`config.mk`:
```
export PLATFORM = sky130hd
export DESIGN_NAME = packet_bandwidth_shaper
export DESIGN_NICKNAME = d
export VERILOG_FILES = /design/src/design/pbs_pkg.sv /design/src/design/pbs_mul.sv /design/src/design/pbs_desc_ram.sv /design/src/design/packet_bandwidth_shaper.sv
export SDC_FILE = /design/constraint.sdc
export NUM_CORES = 2
export LEC_CHECK = 0
export BUFFER_PORTS_ARGS = -buffer_cell sky130_fd_sc_hd__buf_2
export CORE_MARGIN = 1
export CORE_UTILIZATION = 60
export DETAILED_ROUTE_END_ITERATION = 10
export GPL_ROUTABILITY_DRIVEN = 0
export PLACE_DENSITY = 0.8
export SYNTH_ARGS = -nofsm -noshare
export SYNTH_HDL_FRONTEND = slang
export SYNTH_SLANG_ARGS = --single-unit
```
`constraint.sdc`:
```
create_clock -name i_clk -period 14.12 [get_ports i_clk]
set_input_delay 0.706 -clock i_clk [delete_from_list [all_inputs] [get_ports i_clk]]
set_output_delay 0.706 -clock i_clk [all_outputs]
set_load 0.03 [all_outputs]
```
`src/design/pbs_pkg.sv`:
```
// Shared types, constants and helpers for the packet bandwidth shaper.
package pbs_pkg;

    localparam int QUEUE_DEPTH = 64;
    localparam int WINDOW_MS   = 20;

    localparam int PTR_W  = (QUEUE_DEPTH > 1) ? $clog2(QUEUE_DEPTH) : 1;
    localparam int CNT_W  = $clog2(QUEUE_DEPTH + 1);
    localparam int TAG_W  = 16;
    localparam int LEN_W  = 16;
    localparam int QB_W   = LEN_W + CNT_W;
    localparam int USED_W = 20;
    localparam int RATE_W = 17;
    localparam int BUF_W  = 24;
    localparam int PROD_W = RATE_W + BUF_W;
    localparam int CFG_W  = 24;
    localparam int QCNT_W = 7;

    typedef enum logic [1:0] {
        OP_ARRIVE  = 2'd0,
        OP_RELEASE = 2'd1,
        OP_TICK    = 2'd2,
        OP_FLUSH   = 2'd3
    } t_opcode;

    typedef enum logic [2:0] {
        V_BYPASS   = 3'd0,
        V_QUEUED   = 3'd1,
        V_DROPPED  = 3'd2,
        V_RELEASED = 3'd3,
        V_NONE     = 3'd4
    } t_verdict;

    typedef enum logic [1:0] {
        CFG_RATE    = 2'd0,
        CFG_BUFFER  = 2'd1,
        CFG_CAP_IN  = 2'd2,
        CFG_CAP_OUT = 2'd3
    } t_cfg_idx;

    typedef enum logic [1:0] {
        S_IDLE,
        S_MUL,
        S_EXEC
    } t_state;

    typedef struct packed {
        logic [TAG_W-1:0] tag;
        logic [LEN_W-1:0] len;
        logic             dir;
    } t_desc;

    typedef struct packed {
        logic             en;
        logic [PTR_W-1:0] addr;
        t_desc            data;
    } t_ram_wr;

    // queue pointer advance with wrap
    function automatic logic [PTR_W-1:0] ptr_inc(input logic [PTR_W-1:0] p);
        logic [PTR_W-1:0] q;
        if (p == PTR_W'(QUEUE_DEPTH - 1)) begin
            q = '0;
        end else begin
            q = p + PTR_W'(1);
        end
        return q;
    endfunction

endpackage

```
`src/design/pbs_mul.sv`:
```
// Shared multiplier with registered product.
module pbs_mul (
    input  logic                         i_clk,
    input  logic                         i_en,
    input  logic [pbs_pkg::RATE_W-1:0]   i_a,
    input  logic [pbs_pkg::BUF_W-1:0]    i_b,
    output logic [pbs_pkg::PROD_W-1:0]   o_prod
);

    logic [pbs_pkg::PROD_W-1:0] r_prod;

    always_ff @(posedge i_clk) begin
        if (i_en) begin
            r_prod <= pbs_pkg::PROD_W'(i_a) * pbs_pkg::PROD_W'(i_b);
        end
    end

    assign o_prod = r_prod;

endmodule

```
`src/design/pbs_desc_ram.sv`:
```
// Descriptor memory: one write port, one registered read port.
module pbs_desc_ram (
    input  logic                        i_clk,
    input  pbs_pkg::t_ram_wr            i_wr,
    input  logic [pbs_pkg::PTR_W-1:0]   i_rd_addr,
    output pbs_pkg::t_desc              o_rd_data
);

    pbs_pkg::t_desc r_mem [pbs_pkg::QUEUE_DEPTH];
    pbs_pkg::t_desc r_rd_data;

    always_ff @(posedge i_clk) begin
        if (i_wr.en) begin
            r_mem[i_wr.addr] <= i_wr.data;
        end
    end

    always_ff @(posedge i_clk) begin
        r_rd_data <= r_mem[i_rd_addr];
    end

    assign o_rd_data = r_rd_data;

endmodule

```
`src/design/packet_bandwidth_shaper.sv`:
```
// Top level of the packet bandwidth shaper: sequencer, queue state, result register.
// Usage:
//   Input channel (i_valid/o_ready) carries one command word: packet arrival,
//   release pass, window tick or flush. Output channel (o_valid/i_ready)
//   carries result words; o_last marks the final word of a command.
//   Config channel (i_cfg_valid/o_cfg_ready) writes rate, buffer depth and
//   the per-direction cap enables; write only while the block is idle.
// Timing:
//   A command is taken only in the idle state. The multiply state loads the
//   shared multiplier (buffer*rate for arrivals, WINDOW_MS*rate otherwise),
//   then the execute state emits one result word per cycle while the output
//   register can take it; the first word is registered in the execute state.
//   The descriptor memory read port (one read per cycle) sets the pop rate.
// Stall:
//   A held result word in the output register stalls the execute state;
//   nothing is lost. The next command may be accepted while the final word
//   of the previous one still waits.
// Reset: synchronous active-low; empties the queue, clears byte counters and
//   loads 300 kbps, 1000 ms, both directions capped. Memory is not cleared.
module packet_bandwidth_shaper (
    input  logic        i_clk,
    input  logic        i_rst_n,
    // command channel
    input  logic        i_valid,
    output logic        o_ready,
    input  logic [1:0]  i_opcode,
    input  logic [15:0] i_packet_tag,
    input  logic [15:0] i_packet_len,
    input  logic        i_is_outbound,
    // result channel
    output logic        o_valid,
    input  logic        i_ready,
    output logic [2:0]  o_verdict,
    output logic [15:0] o_out_tag,
    output logic [15:0] o_out_len,
    output logic        o_out_outbound,
    output logic [6:0]  o_queued_count,
    output logic        o_last,
    // config channel
    input  logic        i_cfg_valid,
    output logic        o_cfg_ready,
    input  logic [1:0]  i_cfg_index,
    input  logic [23:0] i_cfg_data
);

    // config registers
    logic [pbs_pkg::RATE_W-1:0] r_rate;
    logic [pbs_pkg::BUF_W-1:0]  r_buf_ms;
    logic                       r_cap_in;
    logic                       r_cap_out;

    // sequencer
    pbs_pkg::t_state r_state, n_state;

    // latched command word
    pbs_pkg::t_opcode           r_op;
    pbs_pkg::t_desc             r_pkt;

    // queue state
    logic [pbs_pkg::PTR_W-1:0]  r_rd, n_rd;
    logic [pbs_pkg::PTR_W-1:0]  r_wr, n_wr;
    logic [pbs_pkg::CNT_W-1:0]  r_count, n_count;
    logic [pbs_pkg::QB_W-1:0]   r_qbytes, n_qbytes;
    logic [pbs_pkg::USED_W-1:0] r_used, n_used;

    // result register
    logic                       r_out_valid, n_out_valid;
    pbs_pkg::t_verdict          r_verdict, n_verdict;
    pbs_pkg::t_desc             r_out, n_out;
    logic [pbs_pkg::QCNT_W-1:0] r_qcnt, n_qcnt;
    logic                       r_last, n_last;

    logic                       w_in_acc;
    logic                       w_can_emit;
    logic                       w_finish;
    logic                       w_mul_en;
    logic [pbs_pkg::BUF_W-1:0]  w_mul_b;
    logic [pbs_pkg::PROD_W-1:0] w_prod;
    logic [pbs_pkg::PROD_W-4:0] w_limit;
    pbs_pkg::t_desc             w_head;
    pbs_pkg::t_ram_wr           w_wr;
    logic [pbs_pkg::QB_W:0]     w_qsum;
    logic [pbs_pkg::USED_W-1:0] w_used_pop;
    logic                       w_capped;
    logic                       w_more;
    logic [pbs_pkg::CNT_W-1:0]  w_cnt_dec;

    assign w_in_acc   = i_valid && o_ready;
    assign w_can_emit = !r_out_valid || i_ready;

    // ---- shared multiplier: buffer*rate for arrivals, window*rate otherwise
    assign w_mul_en = (r_state == pbs_pkg::S_MUL);
    assign w_mul_b  = (r_op == pbs_pkg::OP_ARRIVE) ? r_buf_ms
                                                   : pbs_pkg::BUF_W'(pbs_pkg::WINDOW_MS);

    pbs_mul u_mul (
        .i_clk  (i_clk),
        .i_en   (w_mul_en),
        .i_a    (r_rate),
        .i_b    (w_mul_b),
        .o_prod (w_prod)
    );

    // byte limit: product / 8
    assign w_limit = w_prod[pbs_pkg::PROD_W-1:3];

    // ---- descriptor memory; read port always tracks the next head pointer
    pbs_desc_ram u_ram (
        .i_clk     (i_clk),
        .i_wr      (w_wr),
        .i_rd_addr (n_rd),
        .o_rd_data (w_head)
    );

    // ---- config writes
    always_ff @(posedge i_clk) begin
        if (!i_rst_n) begin
            r_rate    <= pbs_pkg::RATE_W'(300);
            r_buf_ms  <= pbs_pkg::BUF_W'(1000);
            r_cap_in  <= 1'b1;
            r_cap_out <= 1'b1;
        end else if (i_cfg_valid && o_cfg_ready) begin
            unique case (pbs_pkg::t_cfg_idx'(i_cfg_index))
                pbs_pkg::CFG_RATE:    r_rate    <= i_cfg_data[pbs_pkg::RATE_W-1:0];
                pbs_pkg::CFG_BUFFER:  r_buf_ms  <= i_cfg_data[pbs_pkg::BUF_W-1:0];
                pbs_pkg::CFG_CAP_IN:  r_cap_in  <= i_cfg_data[0];
                pbs_pkg::CFG_CAP_OUT: r_cap_out <= i_cfg_data[0];
                default: ;
            endcase
        end
    end

    assign o_cfg_ready = 1'b1;

    // ---- next state
    always_comb begin
        n_state = r_state;
        unique case (r_state)
            pbs_pkg::S_IDLE: begin
                if (w_in_acc) begin
                    n_state = pbs_pkg::S_MUL;
                end
            end
            pbs_pkg::S_MUL: begin
                n_state = pbs_pkg::S_EXEC;
            end
            pbs_pkg::S_EXEC: begin
                if (w_finish) begin
                    n_state = pbs_pkg::S_IDLE;
                end
            end
            default: n_state = pbs_pkg::S_IDLE;
        endcase
    end

    // ---- execute datapath
    assign w_qsum     = {1'b0, r_qbytes} + (pbs_pkg::QB_W + 1)'(r_pkt.len);
    assign w_used_pop = r_used + pbs_pkg::USED_W'(w_head.len);
    assign w_capped   = r_pkt.dir ? r_cap_out : r_cap_in;
    assign w_cnt_dec  = r_count - pbs_pkg::CNT_W'(1);

    always_comb begin
        n_rd        = r_rd;
        n_wr        = r_wr;
        n_count     = r_count;
        n_qbytes    = r_qbytes;
        n_used      = r_used;
        n_out_valid = r_out_valid && !i_ready;
        n_verdict   = r_verdict;
        n_out       = r_out;
        n_qcnt      = r_qcnt;
        n_last      = r_last;
        w_finish    = 1'b0;
        w_more      = 1'b0;
        w_wr.en     = 1'b0;
        w_wr.addr   = r_wr;
        w_wr.data   = r_pkt;

        if (r_state == pbs_pkg::S_EXEC && w_can_emit) begin
            n_out_valid = 1'b1;
            n_out       = '0;
            n_last      = 1'b1;
            w_finish    = 1'b1;
            n_verdict   = pbs_pkg::V_NONE;
            case (r_op)
                pbs_pkg::OP_ARRIVE: begin
                    n_out = r_pkt;
                    if (!w_capped) begin
                        n_verdict = pbs_pkg::V_BYPASS;
                    end else if (r_count == pbs_pkg::CNT_W'(pbs_pkg::QUEUE_DEPTH) ||
                                 (pbs_pkg::PROD_W-3)'(w_qsum) > w_limit) begin
                        n_verdict = pbs_pkg::V_DROPPED;
                    end else begin
                        n_verdict = pbs_pkg::V_QUEUED;
                        w_wr.en   = 1'b1;
                        n_wr      = pbs_pkg::ptr_inc(r_wr);
                        n_count   = r_count + pbs_pkg::CNT_W'(1);
                        n_qbytes  = w_qsum[pbs_pkg::QB_W-1:0];
                    end
                end
                pbs_pkg::OP_RELEASE: begin
                    if (r_count != '0 && (pbs_pkg::PROD_W-3)'(r_used) < w_limit) begin
                        n_verdict = pbs_pkg::V_RELEASED;
                        n_out     = w_head;
                        n_rd      = pbs_pkg::ptr_inc(r_rd);
                        n_count   = w_cnt_dec;
                        n_qbytes  = r_qbytes - pbs_pkg::QB_W'(w_head.len);
                        n_used    = w_used_pop;
                        // look ahead: does the loop go on after this packet
                        w_more    = (w_cnt_dec != '0) &&
                                    ((pbs_pkg::PROD_W-3)'(w_used_pop) < w_limit);
                        n_last    = !w_more;
                        w_finish  = !w_more;
                    end
                end
                pbs_pkg::OP_TICK: begin
                    if ((pbs_pkg::PROD_W-3)'(r_used) <= w_limit) begin
                        n_used = '0;
                    end else begin
                        n_used = r_used - w_limit[pbs_pkg::USED_W-1:0];
                    end
                end
                pbs_pkg::OP_FLUSH: begin
                    if (r_count != '0) begin
                        n_verdict = pbs_pkg::V_RELEASED;
                        n_out     = w_head;
                        n_rd      = pbs_pkg::ptr_inc(r_rd);
                        n_count   = w_cnt_dec;
                        n_qbytes  = r_qbytes - pbs_pkg::QB_W'(w_head.len);
                        w_more    = (w_cnt_dec != '0);
                        n_last    = !w_more;
                        w_finish  = !w_more;
                    end
                end
                default: ;
            endcase
            n_qcnt = pbs_pkg::QCNT_W'(n_count);
        end
    end

    // ---- registers
    always_ff @(posedge i_clk) begin
        if (!i_rst_n) begin
            r_state     <= pbs_pkg::S_IDLE;
            r_rd        <= '0;
            r_wr        <= '0;
            r_count     <= '0;
            r_qbytes    <= '0;
            r_used      <= '0;
            r_out_valid <= 1'b0;
        end else begin
            r_state     <= n_state;
            r_rd        <= n_rd;
            r_wr        <= n_wr;
            r_count     <= n_count;
            r_qbytes    <= n_qbytes;
            r_used      <= n_used;
            r_out_valid <= n_out_valid;
        end
    end

    // payload, no reset
    always_ff @(posedge i_clk) begin
        if (w_in_acc) begin
            r_op      <= pbs_pkg::t_opcode'(i_opcode);
            r_pkt.tag <= i_packet_tag;
            r_pkt.len <= i_packet_len;
            r_pkt.dir <= i_is_outbound;
        end
        r_verdict <= n_verdict;
        r_out     <= n_out;
        r_qcnt    <= n_qcnt;
        r_last    <= n_last;
    end

    assign o_ready        = (r_state == pbs_pkg::S_IDLE);
    assign o_valid        = r_out_valid;
    assign o_verdict      = r_verdict;
    assign o_out_tag      = r_out.tag;
    assign o_out_len      = r_out.len;
    assign o_out_outbound = r_out.dir;
    assign o_queued_count = r_qcnt;
    assign o_last         = r_last;

    // ---- checks
    a_count_max: assert property (@(posedge i_clk) disable iff (!i_rst_n)
        r_count <= pbs_pkg::CNT_W'(pbs_pkg::QUEUE_DEPTH))
        else $error("queue count above depth");

    a_empty_bytes: assert property (@(posedge i_clk) disable iff (!i_rst_n)
        (r_count == '0) |-> (r_qbytes == '0))
        else $error("empty queue holds bytes");

    a_mid_burst_busy: assert property (@(posedge i_clk) disable iff (!i_rst_n)
        (o_valid && !o_last) |-> !o_ready)
        else $error("command taken before burst ended");

    a_queued_nonzero: assert property (@(posedge i_clk) disable iff (!i_rst_n)
        (o_valid && o_verdict == pbs_pkg::V_QUEUED) |-> (o_queued_count != '0))
        else $error("queued verdict with empty queue");

    a_none_zero: assert property (@(posedge i_clk) disable iff (!i_rst_n)
        (o_valid && o_verdict == pbs_pkg::V_NONE) |->
            (o_out_tag == '0 && o_out_len == '0 && !o_out_outbound))
        else $error("empty result carries packet fields");

endmodule

```
# Word-level counts from Yosys, hierarchy flattened

Memories as Yosys holds them, arrays and structs flattened. A register that Yosys moved wholly into a read port is not among the register bits.
Index checks and enable logic that the tools add are counted.

Add/subtract/negate cells: 8
Multiply operators: 1
Magnitude comparators: 4
Eq/ne operators: 17
Mux-type cells: 43
Bitwise gates (word level): 1
Reductions and logical operators: 26

Operators with widths:

| cell                                                           | count |
|---|---|
| 33-bit one-hot mux with 3 select lines                         | 1 |
| 23-bit two-way mux                                             | 4 |
| 20-bit by 38-bit < comparator with 1-bit output                | 2 |
| 23-bit one-hot mux with 3 select lines                         | 1 |
| 33-bit two-way mux                                             | 2 |
| 17-bit by 24-bit multiplier with 41-bit output                 | 1 |
| 20-bit two-way mux                                             | 2 |
| 20-bit one-hot mux with 2 select lines                         | 1 |
| 24-bit by 38-bit > comparator with 1-bit output                | 1 |
| 20-bit by 38-bit less-or-equal comparator with 1-bit output    | 1 |
| 6-bit two-way mux                                              | 5 |
| 7-bit two-way mux                                              | 4 |
| 23-bit by 16-bit adder with 24-bit output                      | 1 |
| 24-bit two-way mux                                             | 1 |
| 23-bit by 16-bit subtractor with 23-bit output                 | 1 |
| 7-bit one-hot mux with 3 select lines                          | 1 |
| 20-bit by 16-bit adder with 20-bit output                      | 1 |
| 20-bit subtractor                                              | 1 |
| 7-bit nonzero test                                             | 2 |
| 6-bit by 1-bit adder with 6-bit output (second input constant) | 2 |
| 6-bit == test (second input constant)                          | 2 |
| 6-bit one-hot mux with 2 select lines                          | 1 |
| 1-bit two-way mux                                              | 11 |
| 2-bit == test (second input constant)                          | 5 |
| 22 further kinds                                               | 46 |

Flip-flop bits (word level): 228
Memory bits (writable): 2112
Bits of input ports: 66
Memories kept: 1

Memory list:

| name        | words | width | rd ports | clocked after memory_dff | wr ports | line              | RTL |
|---|---|---|---|---|---|---|---|
| u_ram.r_mem | 64    | 33    | 1        | 1                        | 1        | pbs_desc_ram.sv:9 | `pbs_pkg::t_desc r_mem [pbs_pkg::QUEUE_DEPTH];` |

# Logic depth before layout (Yosys ltp)

Depth in word-level cells: 9
Depth in mapped cells: 29
Depth with buffers taken out: 26

# Hierarchy

Synthesis repeated with hierarchy kept, for this count alone.

Cell total of the unflattened synthesis: 6707
Area total of the unflattened synthesis: 108686.7 um^2

Modules (own cells, without submodules):

| module                  | times used | cells an instance | area each (um^2) |
|---|---|---|---|
| pbs_desc_ram            | 1          | 3598              | 81192.9 |
| pbs_mul                 | 1          | 1610              | 14500.2 |
| packet_bandwidth_shaper | 1          | 1499              | 12993.7 |

# Least setup slack after synthesis

OpenSTA, ideal clock, no wires.

Path kind: reg-to-reg
From: register r_pkt[2] (netlist bit)
To: memory u_ram.r_mem[40][0] (netlist bit), enable pin
Setup time: 507 ps
Arrival time: 9171 ps
Required time: 13613 ps
Path slack: 4442 ps
Stages on the path, launching flop included: 24
Buffers on the path: 2
Path through: edfxtp_1 > ha_1 > a21o_1 > a21oi_1 > o21bai_1 > a21o_1 > a21oi_1 > o21ai_0 > o41ai_1 > o21ai_0 > o21a_1 > nand2_1 > xnor2_1 > ha_1 > nand4_1 > nor4_1 > or4b_1 > a31oi_1 > a31oi_1 > clkbuf_1 > nor3_1 > clkbuf_1 > nand3_1 > nor4_1

Word-level cells in the longest chain between the ends: 9

Ends and longest elaborated chain:

| element                                         | line                           | RTL |
|---|---|---|
| from (decl)                                     | packet_bandwidth_shaper.sv:57  | `pbs_pkg::t_desc r_pkt;` |
| 23-bit by 16-bit adder with 24-bit output       | packet_bandwidth_shaper.sv:157 | `assign w_qsum = {1'b0, r_qbytes} + (pbs_pkg::QB_W + 1)'(r_pkt.len);` |
| 24-bit by 38-bit > comparator with 1-bit output | packet_bandwidth_shaper.sv:191 | `(pbs_pkg::PROD_W-3)'(w_qsum) > w_limit) begin` |
| 1-bit logical OR                                | packet_bandwidth_shaper.sv:190 | `end else if (r_count == pbs_pkg::CNT_W'(pbs_pkg::QUEUE_DEPTH) \|\|` |
| 1-bit two-way mux                               | packet_bandwidth_shaper.sv:190 |  |
| 1-bit two-way mux                               | packet_bandwidth_shaper.sv:188 | `if (!w_capped) begin` |
| 1-bit two-way mux                               | packet_bandwidth_shaper.sv:185 | `case (r_op)` |
| 1-bit two-way mux                               | packet_bandwidth_shaper.sv:179 | `if (r_state == pbs_pkg::S_EXEC && w_can_emit) begin` |
| 1-bit two-way mux                               | pbs_desc_ram.sv:13             | `if (i_wr.en) begin` |
| 1-bit two-way mux (implied by the code)         | pbs_desc_ram.sv:14             | `r_mem[i_wr.addr] <= i_wr.data;` |
| to (decl)                                       | pbs_desc_ram.sv:9              |  |

Every way passes these cells.

# Worst setup path in the final report

From: register r_op[1]
To: register u_mul.r_prod (netlist bit u_mul.o_prod[40]) (data pin)

Word-level cells in the longest chain between the ends: 3

Ends and longest elaborated chain:

| element                                        | line                           | RTL |
|---|---|---|
| from (decl)                                    | packet_bandwidth_shaper.sv:56  | `pbs_pkg::t_opcode r_op;` |
| from (signal assigned)                         | packet_bandwidth_shaper.sv:265 | `r_op <= pbs_pkg::t_opcode'(i_opcode);` |
| 2-bit zero test                                | packet_bandwidth_shaper.sv:93  | `assign w_mul_b = (r_op == pbs_pkg::OP_ARRIVE) ? r_buf_ms` |
| 24-bit two-way mux                             | packet_bandwidth_shaper.sv:93  |  |
| 17-bit by 24-bit multiplier with 41-bit output | pbs_mul.sv:14                  | `r_prod <= pbs_pkg::PROD_W'(i_a) * pbs_pkg::PROD_W'(i_b);` |
| to (signal assigned)                           | pbs_mul.sv:14                  |  |
| to (decl)                                      | pbs_mul.sv:10                  | `logic [pbs_pkg::PROD_W-1:0] r_prod;` |

Every way passes these cells.
A chain may end at the register's enable or synchronous reset.

==> impl_metrics.ini <==
[worst_setup_path]
cp_slowest_stage_delay_ns = 0.79
r2r_end = u_mul.o_prod[40]
r2r_setup_slack_ns = 5.34
critical_path.endpoint_type = flop
slowest_stage = and2_0
r2r_start = r_op[1]
criticalPathCategory = reg2reg
worstPathArrival_ns = 9.33
cp_max_fo = 189
critPathMostFrequentCell = fa_1
rr_worst_depth = 26
crit_required_ns = 14.67
worstSetupStartpointType = flop

[placed_design]
place_inst = 10353
place_area_sq_um = 111000
port_buffers = 111
hpwl_mm = 179

[clock_tree]
cts_setup_buffers = 0
cts_buffers = 217
cts_buffer_depth = 3
clkTransAtPathRegs_ns = 0.06
cts_tree = done
hold_buffers = 24
ctsRootBufferMaster = clkbuf_16
cts_resized = 0
clk_latency_ns = 0.90
cts_htree_levels = 4
cts.sinks = 2370

[routing]
vias = 73492
drt_wl_total_mm = 316
detail-route-antenna-nets = 0
drc_errors = 0
drtPass1Iterations = 9
avgRoutedWirePerCell_microns = 29.3
via_per_inst = 6.81
drtIter0Drc = 11960

[run]
maxCapViolCount = 0

[timing]
hold_viol = 0
fin_crit_ns = 8.78
max_slew_margin = 0.0601
fin_crit_sh = 0.622
timing.fmax_mhz = 114
skew_ns = 0.0982
report.final.slew_viol_count = 0
rsz0062_at_grt = no
setup_viol = 0
tns_ns = 0
tightest_slew_ns = 1.41

[final_layout]
layout_common_cells = edfxtp_1 (2229), nand2_1 (1435), inv_1 (524)
nets = 8884
fillers = 11455
final_common_cell = edfxtp_1
postLayoutCellArea_sq_um = 119000
area.growth.synth_to_final_pct = 10.3
fin_cells = 10787
drive_above_1_share = 0.0880

[global_routing]
top_usage_layer = met2
met1_usage = 0.432
use_met3 = 0.0992
grt_util_met2 = 0.536
antenna_found_initial = 9
track_usage = 0.347
gr-total-overflow = 0
grt_start_max_net_pins = 190
grt_pass1_wl_mm = 462
grt_pass1_vias = 73419

[worst_hold_path]
hold_path_class = in2reg
hold_end = r_pkt[27]
hold_depth = 1
hold_start = i_packet_tag[10]

[power]
p_per_area_nw_per_um2 = 125
max-vdd-ir-drop_uv = 117
p_leak_nw = 43.2

[floorplan]
die_area_sq_um = 181000
io_pins = 113
core-area_sq_um = 177000
initial_core_util = 0.607
die_w_microns = 425
rows = 154
die_y_microns = 425

[logic_synthesis]
ys_seq_elements = 2370
synth_area_sq_um = 108000
synth_flop_cell = edfxtp_1
syn_area_per_cell_sq_um = 13.1
synthesis.nets = 8852
synthArstFlopShare = 0
synthCells = 8224
ys_seq_area_frac = 0.649
ys_warn_count = 0
synth.distinct_cells = 93
synth_edf_count = 2229

[status]
outcome = complete, no violations
how the worst max path moves through the flow:
stage,cells past startpoint,from,endpoint
floorplan,23,r_pkt[2],u_ram.r_mem[40][0]
global placement,26,r_op[1],u_mul.o_prod[40]
detailed placement,26,r_op[1],u_mul.o_prod[40]
CTS,26,r_op[1],u_mul.o_prod[40]
global route,26,r_op[1],u_mul.o_prod[40]
finish,26,r_op[1],u_mul.o_prod[40]
state kept, by name, indices dropped and copies added (netlist names), 2 cells and up:
signal / cells
r_wr: 6
u_mul.o_prod: 38
r_pkt: 33
r_qbytes: 23
r_rate: 17
o_out_len: 16
r_count: 7
r_buf_ms: 24
u_ram.r_mem: 2112
o_queued_count: 7
r_used: 20
u_ram.o_rd_data: 33
r_rd: 6
o_verdict: 3
r_state: 2
o_out_tag: 16
r_op: 2
layer usage:
layer  wire, microns  share of wire
met4           23200          0.073
met5              37        0.00012
met3           47200           0.15
met1          103000           0.33
met2          143000           0.45
report_power, final:
group,switching (mW),total [mW],internal (mW)
sequential,0.0637,7.84,7.77
combinational,0.680,0.989,0.310
clock,2.61,5.98,3.37
worst max-delay path: cells and delay by family, from the launching register on:
| kind | cells | cell delay [ns] |
|---|---|---|
| xor+xnor | 1 | 0.12 |
| buf+inv | 6 | 0.76 |
| flops | 1 | 0.64 |
| simple gates | 3 | 1.19 |
| compound gates | 9 | 2.18 |
| fa+ha+maj | 7 | 3.40 |
through the flow:
stage | power [mW] | worst slack [ns] | utilization | hold WS, ns
after floorplan | 8.56 | 4.44 | - | 0.432
after global placement | 8.90 | 5.65 | 0.627 | 0.467
after detailed placement | 8.93 | 5.50 | 0.627 | 0.473
after CTS | 14.8 | 5.41 | 0.669 | 0.000850
after global routing | 15.1 | 4.98 | 0.669 | 0.0103
final | 14.8 | 5.34 | 0.670 | 0.0265
layout make-up:
type                            count  area [sq um]  area share
Antenna cell                        6          15.0    0.000127
Clock buffer                      281          5870      0.0495
Clock inverter                    123          1360      0.0115
Inverter                          527          1980      0.0167
Multi-Input combinational cell   4812         34300       0.289
Sequential cell                  2370         69800       0.588
Tap cell                         2340          2930      0.0247
Timing Repair Buffer              328          2360      0.0199
synthesized netlist by cell type (all sizes together), types with 8 or more instances:
| cell type | n | area, sq um |
|---|---|---|
| a21oi | 353 | 1770 |
| nor2b | 15 | 93.8 |
| o22a | 124 | 1090 |
| inv | 527 | 1980 |
| buf | 168 | 785 |
| mux2i | 148 | 1480 |
| a32oi | 32 | 280 |
| o2111ai | 36 | 315 |
| o21ai | 251 | 1260 |
| edfxtp | 2229 | 66900 |
| nand2 | 1439 | 5410 |
| a31oi | 48 | 300 |
| nor4 | 14 | 87.6 |
| fa | 333 | 6670 |
| or3 | 20 | 125 |
| o21a | 27 | 203 |
| nand3 | 451 | 2260 |
| nand4 | 17 | 106 |
| and3 | 159 | 995 |
| nand3b | 8 | 60.1 |
| a221oi | 19 | 166 |
| a2bb2oi | 31 | 272 |
| nor3 | 42 | 215 |
| o31ai | 69 | 523 |
| a222oi | 31 | 310 |
| xor2 | 24 | 210 |
| a211oi | 21 | 163 |
| a22o | 18 | 158 |
| a311oi | 11 | 96.3 |
| o21bai | 18 | 135 |
| o221ai | 283 | 2480 |
| or2 | 14 | 87.6 |
| and2 | 53 | 334 |
| o211ai | 45 | 343 |
| xnor2 | 76 | 666 |
| clkbuf | 347 | 1300 |
| ha | 229 | 2870 |
| dfxtp | 141 | 2820 |
| a21o | 54 | 405 |
| nand2b | 20 | 128 |
| nor2 | 184 | 691 |
kinds of logic (layout without fill, tap and decap cells):
family	Yosys count	count (layout)	share of synthesized area
buffers and inverters	1042	1259	0.0378
muxes	156	156	0.0153
adders and majority gates	562	562	0.0887
DFF	2370	2370	0.649
xor gates and xnor gates	100	100	0.00815
and+or+nand+nor	2462	2462	0.101
other	1	7	0.0000349
AOI/OAI and AO/OA	1531	1531	0.101
No activity file was read; power rests on OpenSTA's default activity.
